--- config.mk ---
export PLATFORM = sky130hd
export DESIGN_NAME = fixed_step_accumulator_flat
export DESIGN_NICKNAME = d
export VERILOG_FILES = /design/src/hw/rtl/fsa_pkg.sv /design/src/hw/rtl/fsa_frame_if.sv /design/src/hw/rtl/fsa_step_if.sv /design/src/hw/rtl/fsa_ctrl.sv /design/src/hw/rtl/fsa_dp.sv /design/src/hw/rtl/fixed_step_accumulator.sv /design/src/flat_wrapper.sv
export SDC_FILE = /design/constraint.sdc
export NUM_CORES = 1
export LEC_CHECK = 0
export ABC_AREA = 1
export BUFFER_PORTS_ARGS = -buffer_cell sky130_fd_sc_hd__buf_2
export CORE_MARGIN = 4
export CORE_UTILIZATION = 35
export DETAILED_ROUTE_END_ITERATION = 7
export GPL_TIMING_DRIVEN = 0
export PLACE_DENSITY_LB_ADDON = 0.25
export REMOVE_ABC_BUFFERS = 1
export SLEW_MARGIN = 20
export SYNTH_ARGS = -nofsm -noshare
export SYNTH_HDL_FRONTEND = slang
export SYNTH_SLANG_ARGS = --single-unit
export TNS_END_PERCENT = 30
--- constraint.sdc ---
create_clock -name clk -period 9.65 [get_ports clk]
set_input_delay 0.4825 -clock clk [delete_from_list [all_inputs] [get_ports clk]]
set_output_delay 0.4825 -clock clk [all_outputs]
set_load 0.01 [all_outputs]
--- src/hw/rtl/fsa_pkg.sv ---
// fsa_pkg: shared types, constants and register indexes of the fixed step accumulator
// depends on nothing; used by the interfaces, controller, datapath and top level
`default_nettype none

package fsa_pkg;

	localparam int ACC_W      = 25;
	localparam int PERIOD_W   = 20;
	localparam int FRAME_W    = 24;
	localparam int CATCH_W    = 4;
	localparam int IDX_W      = 3;
	localparam int DROP_W     = 24;
	localparam int FRAC_W     = 16;
	localparam int CNT_W      = 5;
	localparam int CFG_IDX_W  = 2;
	localparam int CFG_DATA_W = 24;

	localparam int MAX_STEPS_DEF = 8;

	localparam logic [PERIOD_W-1:0] DEF_PERIOD = 20'd16667;
	localparam logic [PERIOD_W-1:0] MIN_PERIOD = 20'd1000;
	localparam logic [PERIOD_W-1:0] MAX_PERIOD = 20'd1000000;
	localparam logic [FRAME_W-1:0]  DEF_FRAME  = 24'd250000;
	localparam logic [CATCH_W-1:0]  DEF_CATCH  = 4'd5;

	// quotient bits of the accumulator divide, then fraction bits
	localparam logic [CNT_W-1:0] DIV_LAST_CNT  = 5'(ACC_W - 1);
	localparam logic [CNT_W-1:0] FRAC_LAST_CNT = 5'(FRAC_W - 1);

	typedef enum logic [CFG_IDX_W-1:0] {
		REG_STEP_PERIOD  = 2'd0,
		REG_MAX_CATCH_UP = 2'd1,
		REG_MAX_FRAME    = 2'd2
	} fsa_reg_t;

	typedef enum logic [2:0] {
		ST_IDLE,
		ST_DIVIDE,
		ST_SPLIT,
		ST_FRACTION,
		ST_EMIT
	} fsa_state_t;

	typedef struct packed {
		logic load;
		logic div_step;
		logic split;
		logic emit_step;
		logic emit_final;
	} fsa_cmd_t;

	typedef struct packed {
		logic last_iter;
		logic more_steps;
		logic out_free;
	} fsa_sts_t;

endpackage

`default_nettype wire

--- src/hw/rtl/fsa_frame_if.sv ---
// fsa_frame_if: valid/ready channel carrying one frame duration per transaction
// depends on fsa_pkg
`default_nettype none

interface fsa_frame_if;
	logic                                valid;
	logic                                ready;
	logic signed [fsa_pkg::FRAME_W-1:0]  frame_time_us;

	modport source (output valid, output frame_time_us, input ready);
	modport sink   (input valid, input frame_time_us, output ready);
endinterface

`default_nettype wire

--- src/hw/rtl/fsa_step_if.sv ---
// fsa_step_if: valid/ready channel carrying one step or summary result per transaction
// depends on fsa_pkg
`default_nettype none

interface fsa_step_if;
	logic                          valid;
	logic                          ready;
	logic                          step_granted;
	logic [fsa_pkg::IDX_W-1:0]     step_index;
	logic [fsa_pkg::DROP_W-1:0]    dropped_steps;
	logic [fsa_pkg::FRAC_W-1:0]    blend_fraction;
	logic                          last;

	modport source (output valid, output step_granted, output step_index,
		output dropped_steps, output blend_fraction, output last, input ready);
	modport sink   (input valid, input step_granted, input step_index,
		input dropped_steps, input blend_fraction, input last, output ready);
endinterface

`default_nettype wire

--- src/hw/rtl/fsa_ctrl.sv ---
// fsa_ctrl: sequencing state machine for the fixed step accumulator
// depends on fsa_pkg; drives commands into fsa_dp and reads its status
`default_nettype none

module fsa_ctrl (
	input  wire logic              clk,
	input  wire logic              arst_n,
	input  wire logic              in_valid,
	output logic                   in_ready,
	input  wire fsa_pkg::fsa_sts_t sts,
	output fsa_pkg::fsa_cmd_t      cmd
);

	fsa_pkg::fsa_state_t state_q;
	fsa_pkg::fsa_state_t state_d;

	always_ff @(posedge clk or negedge arst_n) begin
		if (!arst_n) begin
			state_q <= fsa_pkg::ST_IDLE;
		end else begin
			state_q <= state_d;
		end
	end

	always_comb begin
		state_d = state_q;
		unique case (state_q)
			fsa_pkg::ST_IDLE: begin
				if (in_valid) state_d = fsa_pkg::ST_DIVIDE;
			end
			fsa_pkg::ST_DIVIDE: begin
				if (sts.last_iter) state_d = fsa_pkg::ST_SPLIT;
			end
			fsa_pkg::ST_SPLIT: begin
				state_d = fsa_pkg::ST_FRACTION;
			end
			fsa_pkg::ST_FRACTION: begin
				if (sts.last_iter) state_d = fsa_pkg::ST_EMIT;
			end
			fsa_pkg::ST_EMIT: begin
				if (sts.out_free && !sts.more_steps) state_d = fsa_pkg::ST_IDLE;
			end
			default: state_d = fsa_pkg::ST_IDLE;
		endcase
	end

	always_comb begin
		in_ready = 1'b0;
		cmd      = '0;
		unique case (state_q)
			fsa_pkg::ST_IDLE: begin
				in_ready = 1'b1;
				cmd.load = in_valid;
			end
			fsa_pkg::ST_DIVIDE, fsa_pkg::ST_FRACTION: begin
				cmd.div_step = 1'b1;
			end
			fsa_pkg::ST_SPLIT: begin
				cmd.split = 1'b1;
			end
			fsa_pkg::ST_EMIT: begin
				cmd.emit_step  = sts.out_free && sts.more_steps;
				cmd.emit_final = sts.out_free && !sts.more_steps;
			end
			default: begin
				in_ready = 1'b0;
			end
		endcase
	end

	// results are only launched into a free output register
	a_emit_free: assert property (@(posedge clk) disable iff (!arst_n)
		(cmd.emit_step || cmd.emit_final) |-> sts.out_free)
		else $error("result launched while output register busy");

	a_cmd_onehot: assert property (@(posedge clk) disable iff (!arst_n)
		$onehot0({cmd.load, cmd.div_step, cmd.split, cmd.emit_step, cmd.emit_final}))
		else $error("more than one datapath command at once");

	a_final_idle: assert property (@(posedge clk) disable iff (!arst_n)
		cmd.emit_final |=> in_ready)
		else $error("not back to idle after the summary result");

endmodule

`default_nettype wire

--- src/hw/rtl/fsa_dp.sv ---
// fsa_dp: config registers, accumulator, shared restoring divider and output register
// depends on fsa_pkg; commanded by fsa_ctrl
`default_nettype none

module fsa_dp #(
	parameter int MAX_STEPS = fsa_pkg::MAX_STEPS_DEF
) (
	input  wire logic                                   clk,
	input  wire logic                                   arst_n,
	input  wire logic                                   cfg_we,
	input  wire logic [fsa_pkg::CFG_IDX_W-1:0]          cfg_index,
	input  wire logic [fsa_pkg::CFG_DATA_W-1:0]         cfg_data,
	input  wire logic signed [fsa_pkg::FRAME_W-1:0]     frame_time_us,
	input  wire fsa_pkg::fsa_cmd_t                      cmd,
	output fsa_pkg::fsa_sts_t                           sts,
	input  wire logic                                   out_ready,
	output logic                                        out_valid,
	output logic                                        out_step_granted,
	output logic [fsa_pkg::IDX_W-1:0]                   out_step_index,
	output logic [fsa_pkg::DROP_W-1:0]                  out_dropped_steps,
	output logic [fsa_pkg::FRAC_W-1:0]                  out_blend_fraction,
	output logic                                        out_last
);

	localparam int SW = $clog2(MAX_STEPS + 1);

	logic [fsa_pkg::PERIOD_W-1:0] cfg_period_q;
	logic [fsa_pkg::CATCH_W-1:0]  cfg_catch_q;
	logic [fsa_pkg::FRAME_W-1:0]  cfg_frame_q;
	logic [fsa_pkg::ACC_W-1:0]    acc_q;

	logic [fsa_pkg::PERIOD_W-1:0] rem_q;
	logic [fsa_pkg::ACC_W-1:0]    quo_q;
	logic [fsa_pkg::CNT_W-1:0]    cnt_q;
	logic [SW-1:0]                granted_q;
	logic [SW-1:0]                step_cnt_q;
	logic [fsa_pkg::DROP_W-1:0]   dropped_q;

	logic [fsa_pkg::PERIOD_W-1:0] period_eff;
	logic [SW-1:0]                catch_eff;
	logic [fsa_pkg::FRAME_W-1:0]  frame_max;
	logic [fsa_pkg::FRAME_W-1:0]  frame_clip;
	logic [fsa_pkg::ACC_W-1:0]    acc_sum;
	logic [fsa_pkg::PERIOD_W:0]   trial;
	logic                         trial_ge;
	logic [fsa_pkg::PERIOD_W:0]   trial_diff;
	logic [SW-1:0]                granted_d;

	// effective settings
	always_comb begin
		period_eff = cfg_period_q;
		if (cfg_period_q == '0) period_eff = fsa_pkg::DEF_PERIOD;
		else if (cfg_period_q < fsa_pkg::MIN_PERIOD) period_eff = fsa_pkg::MIN_PERIOD;
		else if (cfg_period_q > fsa_pkg::MAX_PERIOD) period_eff = fsa_pkg::MAX_PERIOD;

		if (32'(cfg_catch_q) > MAX_STEPS) catch_eff = SW'(MAX_STEPS);
		else if (cfg_catch_q == '0) catch_eff = SW'(1);
		else catch_eff = SW'(cfg_catch_q);

		frame_max = cfg_frame_q;
		if (cfg_frame_q == '0) frame_max = fsa_pkg::DEF_FRAME;
		if (frame_max < 24'(period_eff)) frame_max = 24'(period_eff);
	end

	// non-positive frame time adds nothing
	always_comb begin
		frame_clip = '0;
		if (!frame_time_us[fsa_pkg::FRAME_W-1]) frame_clip = frame_time_us;
		if (frame_clip > frame_max) frame_clip = frame_max;
		acc_sum = acc_q + 25'(frame_clip);
	end

	// one restoring divide step, shared by quotient and fraction
	always_comb begin
		trial      = {rem_q, quo_q[fsa_pkg::ACC_W-1]};
		trial_ge   = trial >= {1'b0, period_eff};
		trial_diff = trial - {1'b0, period_eff};
	end

	always_comb begin
		if (quo_q < 25'(catch_eff)) granted_d = SW'(quo_q);
		else granted_d = catch_eff;
	end

	always_ff @(posedge clk or negedge arst_n) begin
		if (!arst_n) begin
			cfg_period_q <= fsa_pkg::DEF_PERIOD;
			cfg_catch_q  <= fsa_pkg::DEF_CATCH;
			cfg_frame_q  <= fsa_pkg::DEF_FRAME;
			acc_q        <= '0;
		end else if (cfg_we) begin
			unique case (cfg_index)
				fsa_pkg::REG_STEP_PERIOD: begin
					cfg_period_q <= cfg_data[fsa_pkg::PERIOD_W-1:0];
					acc_q        <= '0;
				end
				fsa_pkg::REG_MAX_CATCH_UP: begin
					cfg_catch_q <= cfg_data[fsa_pkg::CATCH_W-1:0];
					acc_q       <= '0;
				end
				fsa_pkg::REG_MAX_FRAME: begin
					cfg_frame_q <= cfg_data;
					acc_q       <= '0;
				end
				default: begin
					acc_q <= acc_q;
				end
			endcase
		end else if (cmd.split) begin
			acc_q <= 25'(rem_q);
		end
	end

	always_ff @(posedge clk or negedge arst_n) begin
		if (!arst_n) begin
			cnt_q      <= '0;
			step_cnt_q <= '0;
			granted_q  <= '0;
		end else if (cmd.load) begin
			cnt_q <= fsa_pkg::DIV_LAST_CNT;
		end else if (cmd.div_step) begin
			cnt_q <= cnt_q - 5'd1;
		end else if (cmd.split) begin
			cnt_q      <= fsa_pkg::FRAC_LAST_CNT;
			step_cnt_q <= '0;
			granted_q  <= granted_d;
		end else if (cmd.emit_step) begin
			step_cnt_q <= step_cnt_q + SW'(1);
		end
	end

	always_ff @(posedge clk) begin
		if (cmd.load) begin
			rem_q <= '0;
			quo_q <= acc_sum;
		end else if (cmd.div_step) begin
			rem_q <= trial_ge ? trial_diff[fsa_pkg::PERIOD_W-1:0]
				: trial[fsa_pkg::PERIOD_W-1:0];
			quo_q <= {quo_q[fsa_pkg::ACC_W-2:0], trial_ge};
		end else if (cmd.split) begin
			dropped_q <= 24'(quo_q - 25'(granted_d));
			quo_q     <= '0;
		end
	end

	// output register
	always_ff @(posedge clk or negedge arst_n) begin
		if (!arst_n) begin
			out_valid <= 1'b0;
		end else if (cmd.emit_step || cmd.emit_final) begin
			out_valid <= 1'b1;
		end else if (out_ready) begin
			out_valid <= 1'b0;
		end
	end

	always_ff @(posedge clk) begin
		if (cmd.emit_step) begin
			out_step_granted   <= 1'b1;
			out_step_index     <= 3'(step_cnt_q);
			out_dropped_steps  <= '0;
			out_blend_fraction <= '0;
			out_last           <= 1'b0;
		end else if (cmd.emit_final) begin
			out_step_granted   <= 1'b0;
			out_step_index     <= '0;
			out_dropped_steps  <= dropped_q;
			out_blend_fraction <= quo_q[fsa_pkg::FRAC_W-1:0];
			out_last           <= 1'b1;
		end
	end

	assign sts.last_iter  = (cnt_q == '0);
	assign sts.more_steps = (step_cnt_q < granted_q);
	assign sts.out_free   = !out_valid || out_ready;

	// carried time stays below one period between frames
	a_acc_below_period: assert property (@(posedge clk) disable iff (!arst_n)
		acc_q < 25'(period_eff))
		else $error("accumulator not below the step period");

	a_final_shape: assert property (@(posedge clk) disable iff (!arst_n)
		out_valid && out_last |-> !out_step_granted && (out_step_index == '0))
		else $error("summary result carries a step");

	a_grant_limit: assert property (@(posedge clk) disable iff (!arst_n)
		cmd.emit_step |-> step_cnt_q < catch_eff)
		else $error("granted steps exceed catch-up limit");

endmodule

`default_nettype wire

--- src/hw/rtl/fixed_step_accumulator.sv ---
// fixed_step_accumulator: top level, joins channels, config port, fsa_ctrl and fsa_dp
// depends on fsa_pkg, fsa_frame_if, fsa_step_if, fsa_ctrl, fsa_dp
// first result is registered from the emit state after divide, split and fraction
// results wait for a free output register; a new frame is taken only back in idle
// the shared one-bit-per-cycle divider computes 25 quotient bits, then 16 fraction bits
// reset: settings return to 16667 us, 5 steps, 250000 us and the accumulator clears
`default_nettype none

module fixed_step_accumulator #(
	parameter int MAX_STEPS = fsa_pkg::MAX_STEPS_DEF
) (
	input  wire logic                            clk,
	input  wire logic                            arst_n,
	input  wire logic                            cfg_we,
	input  wire logic [fsa_pkg::CFG_IDX_W-1:0]   cfg_index,
	input  wire logic [fsa_pkg::CFG_DATA_W-1:0]  cfg_data,
	fsa_frame_if.sink                            frame_in,
	fsa_step_if.source                           step_out
);

	fsa_pkg::fsa_cmd_t cmd;
	fsa_pkg::fsa_sts_t sts;

	fsa_ctrl u_ctrl (
		.clk      (clk),
		.arst_n   (arst_n),
		.in_valid (frame_in.valid),
		.in_ready (frame_in.ready),
		.sts      (sts),
		.cmd      (cmd)
	);

	fsa_dp #(
		.MAX_STEPS (MAX_STEPS)
	) u_dp (
		.clk                (clk),
		.arst_n             (arst_n),
		.cfg_we             (cfg_we),
		.cfg_index          (cfg_index),
		.cfg_data           (cfg_data),
		.frame_time_us      (frame_in.frame_time_us),
		.cmd                (cmd),
		.sts                (sts),
		.out_ready          (step_out.ready),
		.out_valid          (step_out.valid),
		.out_step_granted   (step_out.step_granted),
		.out_step_index     (step_out.step_index),
		.out_dropped_steps  (step_out.dropped_steps),
		.out_blend_fraction (step_out.blend_fraction),
		.out_last           (step_out.last)
	);

endmodule

`default_nettype wire
--- src/flat_wrapper.sv ---
// flat-port wrapper written by rule: the top's interface ports become plain ports
module fixed_step_accumulator_flat 
#(
	parameter int MAX_STEPS = fsa_pkg::MAX_STEPS_DEF
)
  (clk, arst_n, cfg_we, cfg_index, cfg_data, frame_in_valid, frame_in_frame_time_us, frame_in_ready, step_out_valid, step_out_step_granted, step_out_step_index, step_out_dropped_steps, step_out_blend_fraction, step_out_last, step_out_ready);
  fsa_frame_if frame_in_i ();
  fsa_step_if step_out_i ();
  input  wire logic clk;
  input  wire logic arst_n;
  input  wire logic cfg_we;
  input  wire logic [fsa_pkg::CFG_IDX_W-1:0] cfg_index;
  input  wire logic [fsa_pkg::CFG_DATA_W-1:0] cfg_data;
  input wire logic [$bits(frame_in_i.valid)-1:0] frame_in_valid;
  input wire logic [$bits(frame_in_i.frame_time_us)-1:0] frame_in_frame_time_us;
  output wire logic [$bits(frame_in_i.ready)-1:0] frame_in_ready;
  output wire logic [$bits(step_out_i.valid)-1:0] step_out_valid;
  output wire logic [$bits(step_out_i.step_granted)-1:0] step_out_step_granted;
  output wire logic [$bits(step_out_i.step_index)-1:0] step_out_step_index;
  output wire logic [$bits(step_out_i.dropped_steps)-1:0] step_out_dropped_steps;
  output wire logic [$bits(step_out_i.blend_fraction)-1:0] step_out_blend_fraction;
  output wire logic [$bits(step_out_i.last)-1:0] step_out_last;
  input wire logic [$bits(step_out_i.ready)-1:0] step_out_ready;
  assign frame_in_i.valid = frame_in_valid;
  assign frame_in_i.frame_time_us = frame_in_frame_time_us;
  assign frame_in_ready = frame_in_i.ready;
  assign step_out_valid = step_out_i.valid;
  assign step_out_step_granted = step_out_i.step_granted;
  assign step_out_step_index = step_out_i.step_index;
  assign step_out_dropped_steps = step_out_i.dropped_steps;
  assign step_out_blend_fraction = step_out_i.blend_fraction;
  assign step_out_last = step_out_i.last;
  assign step_out_i.ready = step_out_ready;
  fixed_step_accumulator #(.MAX_STEPS(MAX_STEPS)) u_core (.clk(clk), .arst_n(arst_n), .cfg_we(cfg_we), .cfg_index(cfg_index), .cfg_data(cfg_data), .frame_in(frame_in_i), .step_out(step_out_i));
endmodule
==> impl_metrics.py, run 1 <==
metrics = {
    "place": {
        "pre_cts_ws_ps": 513,
        "io_buffer_count": 101,
        "hpwl_um": 25900,
        "place_congestion": 0.888,
    },
    "timing": {
        "finalSetupTns_ps": 0,
        "relSlewSlack_pct": 37.1,
        "rsz0062_at_grt": "false",
        "min_period_ps": 8520,
        "post-route-period-util_pct": 88.3,
        "setup_ws_ps": 1130,
        "whs_ps": 256,
        "worst_clock_skew_ps": 12.4,
        "hold_violations": 0,
        "finalMaxSlewViolations": 0,
        "max_freq_mhz": 117,
        "setup_viol": 0,
        "tightest_slew_ps": 942,
    },
    "power": {
        "clkPwrFrac_pct": 18.9,
        "p_sw_share_pct": 43.7,
        "power_density_nw_per_um2": 276,
        "pwr-share-seq_pct": 35.5,
        "power.internal_mw": 2.21,
        "comb_power_share_pct": 45.6,
        "p_total_mw": 3.93,
        "vdd_ir_drop_max_mv": 0.143,
        "p_switching_mw": 1.72,
        "power.leakage_nw": 6.78,
    },
    "yosys": {
        "yosys_warnings": 0,
        "synthTopCellsByArea": "dfrtp_1 14%, edfxtp_1 12%, dfxtp_1 9.8%",
        "ys_async_sr_fraction_pct": 42.7,
        "synth_top_area_share_pct": 13.8,
        "synth_cell_types": 55,
        "ys_seq_elements": 199,
        "synth_area_leader_cell": "dfrtp_1",
        "ys_seq_area_share_pct": 39.1,
        "synth_edf_count": 52,
        "syn_area_um2": 12700,
        "synth_flop_cell": "dfrtp_1",
        "synthCells": 1613,
        "postSynthAreaPerCell_um2": 7.85,
    },
    "min_path": {
        "hold_class": "in2reg",
        "min-delay-start": "cfg_data[4]",
    },
    "clock_tree": {
        "clock_sinks": 199,
        "cts_buffers": 17,
        "cts-root-buf": "clkbuf_16",
        "cts_buffer_depth": 2,
        "cts_tree": "done",
        "cts.htree.levels": 4,
        "clk_latency_ps": 460,
        "path_clk_slew_ps": 80,
    },
    "worst_setup_path": {
        "critical_path_class": "reg2reg",
        "setup.worst_path.start_class": "flop",
        "path_buf_inv": 4,
        "reg2reg_to": "u_core.u_dp.quo_q[16]",
        "cp-startpoint": "u_core.u_dp.cfg_frame_q[1]",
        "critPathArrivalTime_ps": 8700,
        "worstSetupPathDepth": 39,
        "reg2reg_setup_slack_ps": 1130,
        "worstReg2RegStart": "u_core.u_dp.cfg_frame_q[1]",
        "endpoint": "u_core.u_dp.quo_q[16]",
        "crit_family": "simple AND/OR/NAND/NOR gates",
        "critical_path.slowest_cell": "a31oi_4",
        "cp_common_cell": "nand2_1",
        "slowest_delay_ps": 610,
        "worstPathMaxFanout": 27,
        "cp-end-kind": "flop",
        "r2r_cells": 39,
        "crit_required_ps": 9830,
    },
    "final_layout": {
        "layout_common_cells": "314 x nand2_1, 209 x inv_1, 153 x o21ai_0, 106 x nor2_1, 102 x a21oi_1",
        "fillCellCount": 3726,
        "final_nets": 1832,
        "diodes": 0,
        "drive_gt1_share_pct": 13.8,
        "area_growth_pct": 12.4,
        "final_common_cell": "nand2_1",
    },
    "floorplan": {
        "die_x_um": 198,
        "fp.dieArea_um2": 39300,
        "io_pins": 102,
        "start_util_pct": 35.5,
        "die_h_um": 198,
        "core_area_um2": 35700,
        "row_count": 69,
    },
    "global_routing": {
        "grt_pass1_vias": 10271,
        "grt_start_max_net_pins": 51,
        "grt_pass1_wl_um": 53000,
        "overflow": 0,
        "grt_antenna_before_repair": 0,
        "grt_use_total_pct": 16.8,
    },
    "detailed_routing": {
        "firstDrtPassIters": 5,
        "viasPerCell": 4.93,
        "vias": 10604,
        "first_iter_violations": 541,
        "routed_wl_um": 32200,
        "ant_nets": 0,
        "remaining_drc_errors": 0,
        "routedWlPerCell_um": 15.0,
    },
    "status": {
        "outcome": "finished, final reports clean",
    },
    "job": {
        "drv_cap": 0,
    },
}
[what timing repair did]
| action | CTS | global route |
|---|---|---|
| hold buffers | 1 | 0 |
| setup buffers | 0 | 0 |
| endpoints found under the setup margin | 0 | 2 |
| endpoints found under the hold margin | 23 | 0 |
| resized for setup | 0 | 3 |
[worst min-delay path by stage]
stage | cells after the start | slack (ps) | to
4_1_cts | 3 | 240 | u_core.u_dp.cfg_period_q[4]
3_3_place_gp | 2 | 430 | u_core.u_dp.out_last
6_report | 3 | 260 | u_core.u_dp.cfg_period_q[4]
5_1_grt | 3 | 240 | u_core.u_dp.cfg_frame_q[15]
3_5_place_dp | 2 | 440 | u_core.u_dp.out_blend_fraction[15]
2_1_floorplan | 0 | 190 | u_core.u_ctrl.state_q[0]
[cells by family after synthesis]
group | after synthesis | synth area share [%]
DFF | 199 | 39.1
and+or+nand+nor | 633 | 23.5
xor gates and xnor gates | 42 | 2.91
buffers and inverters | 281 | 8.72
AOI/OAI and AO/OA | 360 | 15.9
adders and majority gates | 98 | 9.86
[state kept, by name (all words and copies together), names as in the netlist, 4 cells and up]
signal / cells
u_core.u_dp.rem_q: 20
u_core.u_dp.cfg_catch_q: 4
u_core.u_dp.dropped_q: 24
u_core.u_dp.granted_q: 4
u_core.u_dp.step_cnt_q: 4
u_core.u_dp.acc_q: 20
u_core.u_dp.cfg_frame_q: 24
u_core.u_dp.quo_q: 25
u_core.u_dp.out_blend_fraction: 16
u_core.u_dp.out_dropped_steps: 24
u_core.u_dp.cfg_period_q: 20
u_core.u_dp.cnt_q: 5
[metrics by stage]
stage	cell area, um^2	cells	util (%)
2_1_floorplan	12400	1553	-
5_1_grt	14200	2153	39.9
4_1_cts	14200	2153	39.9
3_3_place_gp	13500	2115	37.8
3_5_place_dp	13600	2120	38.1
6_report	14200	2153	39.9
[worst reg2reg max path, delay by kind of cell (launching register included)]
kind / cells / cell delay [ps]
simple gates: 21 / 4000
compound gates: 10 / 1920
fa+ha+maj: 4 / 1110
buf+inv: 4 / 800
flops: 1 / 440
[cell type report]
class	count	area [um^2]	area share (%)
Clock buffer	17	425	2.99
Clock inverter	15	188	1.32
Inverter	221	832	5.85
Multi-Input combinational cell	1133	6650	46.7
Sequential cell	199	4950	34.8
Tap cell	461	577	4.05
Timing Repair Buffer	107	608	4.27
[cell usage after synthesis, types with 3 or more instances]
| cell type | n |
|---|---|
| o211ai_1 | 7 |
| nor4_1 | 12 |
| a21o_1 | 4 |
| nand2_2 | 6 |
| nand4_1 | 23 |
| ha_1 | 95 |
| buf_2 | 4 |
| fa_1 | 3 |
| a211oi_1 | 5 |
| a21oi_1 | 102 |
| a31oi_1 | 3 |
| buf_4 | 3 |
| inv_2 | 10 |
| nor2_2 | 3 |
| clkbuf_1 | 49 |
| nand2_4 | 22 |
| a21boi_0 | 3 |
| dfxtp_1 | 62 |
| nor3_1 | 13 |
| inv_1 | 210 |
| xor2_1 | 30 |
| nor2_4 | 3 |
| dfrtp_1 | 70 |
| xnor2_1 | 12 |
| nand3_1 | 98 |
| a22o_1 | 24 |
| edfxtp_1 | 52 |
| dfstp_2 | 15 |
| o21ai_0 | 154 |
| nand3_2 | 20 |
| o22ai_1 | 8 |
| nor2_1 | 109 |
| nand2_1 | 316 |
| o21ai_1 | 36 |
[per-layer routing]
metal	up-vias	part of all wire, %	track usage, %	wire, um
met5	-	0	0	0
met4	0	2.9	5.81	939
met3	43	3.9	2.94	1250
met2	198	45	27.2	14600
met1	4817	48	22.7	15400
li1	5546	-	-	-
[power groups by stage]
stage               clock [mW]  sequential [mW]  combinational, mW
CTS                      0.762             1.40               1.80
global placement             0             1.41               1.74
detailed placement           0             1.41               1.79
floorplan                    0             1.39               1.29
global route             0.797             1.43               2.06
finish                   0.744             1.39               1.79
Power figures use the tool's default switching activity.
==> inputs of run 2 (changes only) <==
- clock period: 9.65 -> 10.46 ns (I/O delays scaled with it)
==> run 2 against run 1 <==
Effect of this change: core utilization about the same; total power decreased by 7.8%; register-to-register slack gained 310 ps; clock power decreased by 8.1%; wire length fell by 0.14%; clock skew hardly changed; die area unchanged; sequential power is 7% lower; sequential share of layout area about the same; fmax is 5.5% lower; largest cell class unchanged.
==> impl_metrics.py, run 2 (synthesis gave the netlist of run 1 again) <==
metrics = {
    "clock_tree": {
        "cts_buffers": 17,
        "cts.htree.levels": 4,
        "cts_tree": "done",
        "cts_resized": 0,
        "hold_buffers": 0,
        "cts-root-buf": "clkbuf_16",
        "postCtsSetupBuffers": 0,
        "cts_buffer_depth": 2,
        "clock_sinks": 199,
        "clk_latency_ps": 460,
        "path_clk_slew_ps": 80,
    },
    "timing": {
        "hold_violations": 0,
        "finalMaxSlewViolations": 0,
        "rsz0062_at_grt": "false",
        "finalSetupTns_ps": 0,
        "min_period_ps": 9020,
        "tightest_slew_ps": 938,
        "worst_clock_skew_ps": 12.6,
        "relSlewSlack_pct": 37.4,
        "max_freq_mhz": 111,
        "post-route-period-util_pct": 86.2,
        "setup_viol": 0,
    },
    "floorplan": {
        "fp.dieArea_um2": 39300,
        "die_h_um": 198,
        "io_pins": 102,
        "core_area_um2": 35700,
        "row_count": 69,
        "die_x_um": 198,
        "start_util_pct": 35.5,
    },
    "worst_setup_path": {
        "crit_required_ps": 10640,
        "cp-startpoint": "u_core.u_dp.cfg_frame_q[1]",
        "critPathArrivalTime_ps": 9200,
        "critical_path_class": "reg2reg",
        "worstReg2RegStart": "u_core.u_dp.cfg_frame_q[1]",
        "cp_common_cell": "nand2_1",
        "slowest_delay_ps": 720,
        "cp-end-kind": "flop",
        "worstPathMaxFanout": 27,
        "r2r_cells": 39,
        "setup.worst_path.start_class": "flop",
        "critical_path.slowest_cell": "inv_2",
        "reg2reg_setup_slack_ps": 1440,
    },
    "final_layout": {
        "final_nets": 1831,
        "area_growth_pct": 12.3,
        "fin_util_pct": 39.9,
        "fillCellCount": 3728,
        "final_common_cell": "nand2_1",
        "largest_reg_flops": 25,
        "top_register": "u_core.u_dp.quo_q",
        "diodes": 0,
        "final_area_um2": 14200,
        "layout_common_cells": "315 x nand2_1, 209 x inv_1, 153 x o21ai_0, 106 x nor2_1, 102 x a21oi_1",
        "drive_gt1_share_pct": 13.7,
    },
    "power": {
        "power.leakage_nw": 6.78,
        "power_density_nw_per_um2": 255,
        "vdd_ir_drop_max_mv": 0.132,
        "p_total_mw": 3.62,
    },
    "global_routing": {
        "grt_use_total_pct": 16.8,
        "grt_start_max_net_pins": 51,
        "grt_pass1_vias": 10268,
        "grt_antenna_before_repair": 0,
        "overflow": 0,
        "grt_pass1_wl_um": 53000,
    },
    "detailed_routing": {
        "routed_wl_um": 32200,
        "viasPerCell": 4.94,
        "ant_nets": 0,
        "remaining_drc_errors": 0,
        "first_iter_violations": 534,
        "firstDrtPassIters": 5,
        "vias": 10624,
        "routedWlPerCell_um": 15.0,
    },
    "status": {
        "outcome": "finished, final reports clean",
    },
    "place": {
        "dpl_cell_area_um2": 13600,
        "io_buffer_count": 101,
        "hpwl_um": 25900,
        "place_congestion": 0.888,
    },
    "min_path": {
        "hold_class": "in2async",
    },
    "job": {
        "drv_cap": 0,
    },
}
[run 2: critical path: cells and delay by family (launching register included)]
family                   cells  cell delay [ps]
AND/OR/NAND/NOR             21             4160
AO/OA/AOI/OAI               10             1900
adder cells (fa/ha/maj)      4             1110
buffers and inverters        4             1080
flip-flops                   1              440
[run 2: layout make-up]
type                       instances  area, um^2  share of cell area, %
timing repair buffer             106         598                   4.21
sequential                       199        4950                   34.8
tap                              461         577                   4.06
clock buffer                      17         425                   2.99
inverter                         221         830                   5.84
multi-input combinational       1133        6640                   46.8
clock inverter                    15         188                   1.32
[run 2: worst paths after layout]
path	to
min in group clk	u_core.u_dp.cfg_period_q[4]
worst min register to register	u_core.u_dp.out_blend_fraction[15]
max in group asynchronous	u_core.u_dp.cfg_catch_q[0]
worst max register to register	u_core.u_dp.quo_q[16]
worst max-delay path	u_core.u_dp.quo_q[16]
worst min-delay path	u_core.u_dp.cfg_period_q[16]
[run 2: report_power, final]
group	switching [mW]	total (mW)	internal [mW]
registers	0.163	1.29	1.12
logic	1.07	1.65	0.586
clock network	0.355	0.684	0.329
total	1.58	3.62	2.04
[run 2: stage by stage]
stage	setup slack, ps	hold WS, ps	instances
6_report	1440	26.0	2152
5_1_grt	476	42.4	2152
4_1_cts	1340	21.3	2152
3_5_place_dp	1320	440	2120
3_3_place_gp	1050	433	2115
2_1_floorplan	3280	227	1553
[run 2: per-layer routing]
metal,vias to the layer above,track usage (%),part of all wire (%)
met3,47,2.94,4.4
met5,-,0,0
met4,0,5.81,3.0
met1,4810,22.7,47
li1,5543,-,-
met2,224,27.2,45
